==> config.mk <==
export PLATFORM = sky130hd
export DESIGN_NAME = padded_number_formatter
export DESIGN_NICKNAME = d
export VERILOG_FILES = /design/src/rtl/pnf_pkg.sv /design/src/rtl/pnf_ctrl.sv /design/src/rtl/pnf_dpath.sv /design/src/rtl/padded_number_formatter.sv
export SDC_FILE = /design/constraint.sdc
export NUM_CORES = 1
export LEC_CHECK = 0
export ABC_CLOCK_PERIOD_IN_PS = 23000
export BUFFER_PORTS_ARGS = -buffer_cell sky130_fd_sc_hd__buf_2
export CAP_MARGIN = 20
export CORE_ASPECT_RATIO = 0.6
export CORE_MARGIN = 1
export CORE_UTILIZATION = 35
export CTS_CLUSTER_DIAMETER = 80
export DETAILED_ROUTE_END_ITERATION = 10
export SKIP_CTS_REPAIR_TIMING = 1
export SLEW_MARGIN = 25
export SYNTH_ARGS = -nofsm -noshare
export SYNTH_HDL_FRONTEND = slang
export SYNTH_SLANG_ARGS = --single-unit
==> constraint.sdc <==
create_clock -name clk -period 23 [get_ports clk]
set_clock_uncertainty 0.2 [all_clocks]
set_input_delay 4.6 -clock clk [delete_from_list [all_inputs] [get_ports clk]]
set_output_delay 4.6 -clock clk [all_outputs]
set_load 0.05 [all_outputs]
==> src/rtl/pnf_pkg.sv <==
// shared types, character codes and helpers for the padded number formatter
package pnf_pkg;

  // conversion selector codes
  localparam logic OP_DEC = 1'b0;
  localparam logic OP_HEX = 1'b1;

  // sizes
  localparam int VALUE_W    = 32;
  localparam int DEC_DIGITS = 10;
  localparam int CONV_STEPS = 32;
  localparam int POS_W      = 6;

  // precision saturates here so the field never exceeds 63 characters
  localparam logic [POS_W-1:0] MAX_PREC = 6'd62;

  // ascii codes
  localparam logic [7:0] CHAR_SPACE = 8'h20;
  localparam logic [7:0] CHAR_MINUS = 8'h2d;
  localparam logic [7:0] CHAR_ZERO  = 8'h30;
  localparam logic [7:0] CHAR_ALPHA = 8'h57;  // 'a' minus ten

  // controller to datapath commands
  typedef struct packed {
    logic load;
    logic shift;
    logic measure;
    logic emit;
  } cmd_t;

  // datapath to controller status
  typedef struct packed {
    logic last;
  } sts_t;

  // one digit value to its lower-case ascii character
  function automatic logic [7:0] digit_char(input logic [3:0] d);
    logic [7:0] c;
    if (d < 4'd10) begin
      c = CHAR_ZERO + {4'b0, d};
    end else begin
      c = CHAR_ALPHA + {4'b0, d};
    end
    return c;
  endfunction

endpackage

==> src/rtl/pnf_ctrl.sv <==
// controller state machine: conversion steps, field measure and character emission
module pnf_ctrl (
  input  logic           clk,
  input  logic           rst_n,
  input  logic           start,
  input  logic           op,
  input  pnf_pkg::sts_t  sts,
  output pnf_pkg::cmd_t  cmd,
  output logic           busy
);
  import pnf_pkg::*;

  localparam logic [1:0] ST_IDLE = 2'd0;
  localparam logic [1:0] ST_CONV = 2'd1;
  localparam logic [1:0] ST_MEAS = 2'd2;
  localparam logic [1:0] ST_EMIT = 2'd3;

  localparam logic [4:0] LAST_STEP = 5'(CONV_STEPS - 1);

  logic [1:0] state_r, state_nxt;
  logic [4:0] cnt_r, cnt_nxt;

  // next state and step counter
  always_comb begin
    state_nxt = state_r;
    cnt_nxt   = cnt_r;
    case (state_r)
      ST_IDLE: begin
        cnt_nxt = 5'd0;
        if (start) begin
          state_nxt = (op == OP_HEX) ? ST_MEAS : ST_CONV;
        end
      end
      ST_CONV: begin
        cnt_nxt = cnt_r + 5'd1;
        if (cnt_r == LAST_STEP) begin
          state_nxt = ST_MEAS;
        end
      end
      ST_MEAS: begin
        state_nxt = ST_EMIT;
      end
      ST_EMIT: begin
        if (sts.last) begin
          state_nxt = ST_IDLE;
        end
      end
      default: begin
        state_nxt = ST_IDLE;
      end
    endcase
  end

  // state registers
  always_ff @(posedge clk) begin
    if (!rst_n) begin
      state_r <= ST_IDLE;
      cnt_r   <= 5'd0;
    end else begin
      state_r <= state_nxt;
      cnt_r   <= cnt_nxt;
    end
  end

  // commands
  always_comb begin
    cmd.load    = start && (state_r == ST_IDLE);
    cmd.shift   = (state_r == ST_CONV);
    cmd.measure = (state_r == ST_MEAS);
    cmd.emit    = (state_r == ST_EMIT);
  end

  assign busy = (state_r != ST_IDLE);

endmodule

==> src/rtl/pnf_dpath.sv <==
// datapath: magnitude, binary to bcd shifter, field lengths and character select
module pnf_dpath (
  input  logic                          clk,
  input  logic                          rst_n,
  input  pnf_pkg::cmd_t                 cmd,
  input  logic                          in_operation,
  input  logic [pnf_pkg::VALUE_W-1:0]   in_value,
  input  logic [pnf_pkg::POS_W-1:0]     in_field_width,
  input  logic [pnf_pkg::POS_W-1:0]     in_min_digits,
  output pnf_pkg::sts_t                 sts,
  output logic                          out_strobe,
  output logic [7:0]                    out_char,
  output logic [pnf_pkg::POS_W-1:0]     out_char_index,
  output logic                          out_is_last
);
  import pnf_pkg::*;

  localparam int BCD_W = 4 * DEC_DIGITS;

  logic                 neg_r;
  logic [VALUE_W-1:0]   bin_r, bin_nxt;
  logic [BCD_W-1:0]     bcd_r, bcd_nxt, bcd_adj;
  logic [POS_W-1:0]     width_r, prec_r;
  logic [POS_W-1:0]     spaces_r, digstart_r, total_r, pos_r;
  logic                 out_strobe_r;
  logic [7:0]           out_char_r;
  logic [POS_W-1:0]     out_index_r;
  logic                 out_last_r;

  logic                 in_neg;
  logic [VALUE_W-1:0]   in_mag;
  logic [3:0]           ndig;
  logic [POS_W-1:0]     prec_sat, zeros, body, spaces, digstart, total;
  logic [POS_W-1:0]     last_pos, didx_full;
  logic [3:0]           didx, dig;
  logic [7:0]           ch;

  // sign and magnitude of the incoming value
  assign in_neg = (in_operation == OP_DEC) && in_value[VALUE_W-1];
  assign in_mag = in_neg ? (~in_value + 1'b1) : in_value;

  // one double-dabble step: add 3 to every digit at 5 or above, then shift
  always_comb begin
    for (int i = 0; i < DEC_DIGITS; i++) begin
      if (bcd_r[i*4 +: 4] >= 4'd5) begin
        bcd_adj[i*4 +: 4] = bcd_r[i*4 +: 4] + 4'd3;
      end else begin
        bcd_adj[i*4 +: 4] = bcd_r[i*4 +: 4];
      end
    end
    bcd_nxt = {bcd_adj[BCD_W-2:0], bin_r[VALUE_W-1]};
    bin_nxt = {bin_r[VALUE_W-2:0], 1'b0};
  end

  // digit count: highest nonzero digit, at least one
  always_comb begin
    ndig = 4'd1;
    for (int i = 0; i < DEC_DIGITS; i++) begin
      if (bcd_r[i*4 +: 4] != 4'd0) begin
        ndig = 4'(i + 1);
      end
    end
  end

  // field lengths
  always_comb begin
    prec_sat = (prec_r > MAX_PREC) ? MAX_PREC : prec_r;
    zeros    = (prec_sat > {2'b0, ndig}) ? (prec_sat - {2'b0, ndig}) : '0;
    body     = {{(POS_W-1){1'b0}}, neg_r} + zeros + {2'b0, ndig};
    spaces   = (width_r > body) ? (width_r - body) : '0;
    digstart = spaces + {{(POS_W-1){1'b0}}, neg_r} + zeros;
    total    = spaces + body;
  end

  // operand and conversion registers
  always_ff @(posedge clk) begin
    if (cmd.load) begin
      neg_r   <= in_neg;
      width_r <= in_field_width;
      prec_r  <= in_min_digits;
      bin_r   <= in_mag;
      if (in_operation == OP_HEX) begin
        bcd_r <= {{(BCD_W-VALUE_W){1'b0}}, in_value};
      end else begin
        bcd_r <= '0;
      end
    end else if (cmd.shift) begin
      bin_r <= bin_nxt;
      bcd_r <= bcd_nxt;
    end
  end

  // field layout and position counter
  always_ff @(posedge clk) begin
    if (cmd.measure) begin
      spaces_r   <= spaces;
      digstart_r <= digstart;
      total_r    <= total;
      pos_r      <= '0;
    end else if (cmd.emit) begin
      pos_r <= pos_r + 1'b1;
    end
  end

  // character at the current position
  assign last_pos  = total_r - 1'b1;
  assign didx_full = last_pos - pos_r;
  assign didx      = didx_full[3:0];

  always_comb begin
    case (didx)
      4'd0:    dig = bcd_r[3:0];
      4'd1:    dig = bcd_r[7:4];
      4'd2:    dig = bcd_r[11:8];
      4'd3:    dig = bcd_r[15:12];
      4'd4:    dig = bcd_r[19:16];
      4'd5:    dig = bcd_r[23:20];
      4'd6:    dig = bcd_r[27:24];
      4'd7:    dig = bcd_r[31:28];
      4'd8:    dig = bcd_r[35:32];
      4'd9:    dig = bcd_r[39:36];
      default: dig = 4'd0;
    endcase
  end

  always_comb begin
    if (pos_r < spaces_r) begin
      ch = CHAR_SPACE;
    end else if (neg_r && (pos_r == spaces_r)) begin
      ch = CHAR_MINUS;
    end else if (pos_r < digstart_r) begin
      ch = CHAR_ZERO;
    end else begin
      ch = digit_char(dig);
    end
  end

  assign sts.last = (pos_r == last_pos);

  // output strobe
  always_ff @(posedge clk) begin
    if (!rst_n) begin
      out_strobe_r <= 1'b0;
    end else begin
      out_strobe_r <= cmd.emit;
    end
  end

  // output payload
  always_ff @(posedge clk) begin
    if (cmd.emit) begin
      out_char_r  <= ch;
      out_index_r <= pos_r;
      out_last_r  <= sts.last;
    end
  end

  assign out_strobe     = out_strobe_r;
  assign out_char       = out_char_r;
  assign out_char_index = out_index_r;
  assign out_is_last    = out_last_r;

endmodule

==> src/rtl/padded_number_formatter.sv <==
// Top level of the padded number formatter: controller plus datapath.
// Decimal: binary-to-bcd shift conversion, one measure step, then one character per cycle;
//   a new item is taken only while idle, after the last character of the previous one.
// Hex: no conversion; the load goes straight to the measure step; a field holds at most 63 characters.
// The bcd shifter is the extra work of decimal mode; the single output port sets the per-character rate.
// Synchronous active-low reset returns to idle with no strobe; the receiver cannot stall.
module padded_number_formatter (
  input  logic                          clk,
  input  logic                          rst_n,
  input  logic                          start,
  output logic                          busy,
  input  logic                          in_operation,
  input  logic [pnf_pkg::VALUE_W-1:0]   in_value,
  input  logic [pnf_pkg::POS_W-1:0]     in_field_width,
  input  logic [pnf_pkg::POS_W-1:0]     in_min_digits,
  output logic                          out_strobe,
  output logic [7:0]                    out_char,
  output logic [pnf_pkg::POS_W-1:0]     out_char_index,
  output logic                          out_is_last
);
  import pnf_pkg::*;

  cmd_t cmd;
  sts_t sts;

  // sequencing
  pnf_ctrl u_ctrl (
    .clk   (clk),
    .rst_n (rst_n),
    .start (start),
    .op    (in_operation),
    .sts   (sts),
    .cmd   (cmd),
    .busy  (busy)
  );

  // conversion and character generation
  pnf_dpath u_dpath (
    .clk            (clk),
    .rst_n          (rst_n),
    .cmd            (cmd),
    .in_operation   (in_operation),
    .in_value       (in_value),
    .in_field_width (in_field_width),
    .in_min_digits  (in_min_digits),
    .sts            (sts),
    .out_strobe     (out_strobe),
    .out_char       (out_char),
    .out_char_index (out_char_index),
    .out_is_last    (out_is_last)
  );

endmodule

==> qor.yml <==
outcome: "finished, violations left"
failed_checks: "DRC"
dpl_cell_area_sq_um: 9470
crit_path_max_incr_delay_ns: 0.48
setup_slack_ns: 14.79
worstRegToRegCells: 31
core_sq_um: 24400
wl_met3_um: 1380
nFillCells: 2405
start_util: 0.361
crit_path_end_kind: "flop"
async_flop_share: 0
min_from: "u_dpath.bin_r[21]"
startpoint_type: "flop"
rr_endpoint: "u_dpath.digstart_r[4]"
grt_use_total: 0.167
cts.sink_count: 131
diodes: 0
crit_type: "flop to flop"
reg2reg_setup_slack_ns: 14.79
port_buffers: 63
fin_area_sq_um: 10100
whs_endpoint: "u_dpath.bin_r[22]"
min_path_type: "flop to flop"
arrival_ns: 8.20
topRoutingLayerUsed: "met4"
pre_cts_ws_ns: 14.86
avgSynthCellArea_sq_um: 9.95
r2r_start: "u_dpath.bcd_r[16]"
cts_tree: "done"
initialDrtViolationCount: 566
cts_made_buffers: 17
grt_pass1_wl_um: 33700
worstHoldPathCells: 2
gp_congestion: 0.853
drtAntennaViolNets: 0
seqCellArea_sq_um: 3790
insertion_delay_ns: 0.44
synth.net_count: 1014
dr.pass1.iters: 8
clockRootBuffer: "clkbuf_16"
vias: 6513
setup_viol: 0
drv_slew: 0
required_ns: 22.99
synth_ff_type: "edfxtp_1"
hold_viol: 0
fmax_mhz: 122
cp_max_fo: 7
finalCriticalPeriod_ns: 8.21
rsz0062_at_grt: "false"
wire_per_inst_um: 16.2
grt_remaining_overflow: 0
syn2layout_area_growth_pct: 14.0
ios: 65
met2WireLength_um: 7560
die_x_um: 207
row_count: 44
drc_errors: 8
die_area_sq_um: 25900
irDropWorstVdd_v: 0.0000767
synth_edf_count: 117
wl_met1_um: 11600
wirelength_um: 20700
whs_ns: 0.324
maxCapViolCount: 0
syn_inst: 887
avgViaCountPerCell: 5.09
ys_ff_latch: 131
synth_cell_types: 70
post-route-period-util: 0.357
ys_seq_area_frac: 0.430
yosys_warnings: 0
die_h_um: 125
clockBufferDepth: 2
clkSlewWorstSetupHoldPaths_ns: 0.06
first_global_vias: 6102
power_density_nw_per_um2: 178
slowest_stage: "or3b_2"
antenna_found_initial: 0
dpl.hpwl_um: 15400
cts.htree.levels: 4
tns_ns: 0
grt_max_degree: 73
multi_input_area_sq_um: 4650
final_nets: 1072
power_leakage_uw: 0.00404
power_uw: 1790
relSlewSlack: 0.333
syn_area_sq_um: 8830
drive_above_1_share: 0.128
tightest_slew_ns: 1.00
## cells in the final DEF, fill, tap and decap left out, drive strengths merged, types with 13 or more instances in the layout
cell type	synthesis	final
edfxtp	117	117
nand3	42	42
ha	73	73
a21o	13	13
nor3	16	16
xor2	27	27
buf	2	66
o21ai	85	85
nor3b	14	14
xnor2	49	49
dfxtp	14	14
inv	76	76
nand2b	16	16
a21oi	69	69
clkbuf	25	18
nor2	67	67
nand2	60	60
## registers in the layout, summed over array words and instances, names as in the netlist
name                    cells
u_dpath.prec_r              6
u_dpath.out_strobe          1
u_dpath.out_char            7
u_ctrl.cnt_r                5
u_dpath.width_r             6
u_dpath.out_char_index      6
u_dpath.spaces_r            6
u_dpath.total_r             6
u_dpath.pos_r               6
u_dpath.bcd_r              40
u_ctrl.state_r              2
u_dpath.digstart_r          6
u_dpath.bin_r              32
u_dpath.neg_r               1
u_dpath.out_is_last         1
## how the worst max path moves through the flow
stage	startpoint	end	slack, ns	cells past startpoint
final	u_dpath.bcd_r[16]	u_dpath.digstart_r[4]	14.79	31
after global routing	u_dpath.bcd_r[16]	u_dpath.digstart_r[4]	14.15	31
after floorplan	start	u_dpath.bcd_r[0]	15.59	4
after detailed placement	u_dpath.bcd_r[16]	u_dpath.digstart_r[4]	14.86	31
after global placement	u_dpath.bcd_r[16]	u_dpath.digstart_r[4]	15.15	31
after CTS	u_dpath.bcd_r[16]	u_dpath.digstart_r[4]	14.85	31
## routing by layer
metal | up-vias | GRT usage
met5 | - | 0
met4 | 0 | 0.0457
met3 | 10 | 0.0450
met2 | 170 | 0.205
met1 | 3049 | 0.273
li1 | 3284 | -
## metrics by stage
| stage | std cells | utilization |
|---|---|---|
| after floorplan | 887 | - |
| after CTS | 1280 | 0.412 |
| final | 1280 | 0.412 |
| after global routing | 1280 | 0.412 |
| after global placement | 1248 | 0.387 |
| after detailed placement | 1248 | 0.387 |
## critical path, delay by kind of cell (launching register included)
| family | cells | cell delay [ns] |
|---|---|---|
| AOI/OAI and AO/OA | 13 | 2.81 |
| xor gates and xnor gates | 3 | 0.52 |
| adders and majority gates | 7 | 2.24 |
| buffers and inverters | 3 | 0.37 |
| DFF | 1 | 0.42 |
| and+or+nand+nor | 5 | 1.38 |
## where the power goes
part | leakage [uW] | internal, uW | total (uW) | switching [uW]
sequential | 0.00125 | 439 | 517 | 77.7
combinational | 0.00251 | 415 | 996 | 581
clock | 0.000285 | 169 | 277 | 108
## logic make-up (layout without fill, tap and decap cells)
kind of cell               after synthesis  after routing  share of synthesized area
and+or+nand+nor                        268            268                      0.153
muxes                                   19             19                     0.0347
xor gates and xnor gates                76             76                     0.0775
other                                    2              2                   0.000851
adders and majority gates               79             79                      0.117
DFF                                    131            131                      0.430
buffers and inverters                  103            174                     0.0444
AOI/OAI and AO/OA                      209            209                      0.143
## area by class of cell
class | instances | share of cell area
repair buffers | 66 | 0.0336
multi-input cells | 653 | 0.462
inverters | 76 | 0.0284
clock buffers | 18 | 0.0427
well taps | 322 | 0.0400
flip-flops and latches | 131 | 0.377
clock inverters | 14 | 0.0163
## Yosys cell counts (all sizes together), types with 14 or more instances
cell type | number | area share
nor3 | 16 | 0.0091
nor3b | 14 | 0.012
nand2b | 16 | 0.011
nand3 | 42 | 0.024
xnor2 | 49 | 0.049
nand2 | 60 | 0.026
ha | 73 | 0.10
nor2 | 67 | 0.028
xor2 | 27 | 0.029
edfxtp | 117 | 0.40
clkbuf | 25 | 0.011
a21oi | 69 | 0.040
inv | 76 | 0.032
o21ai | 85 | 0.048
dfxtp | 14 | 0.032
No activity file was read; power rests on OpenSTA's default activity.
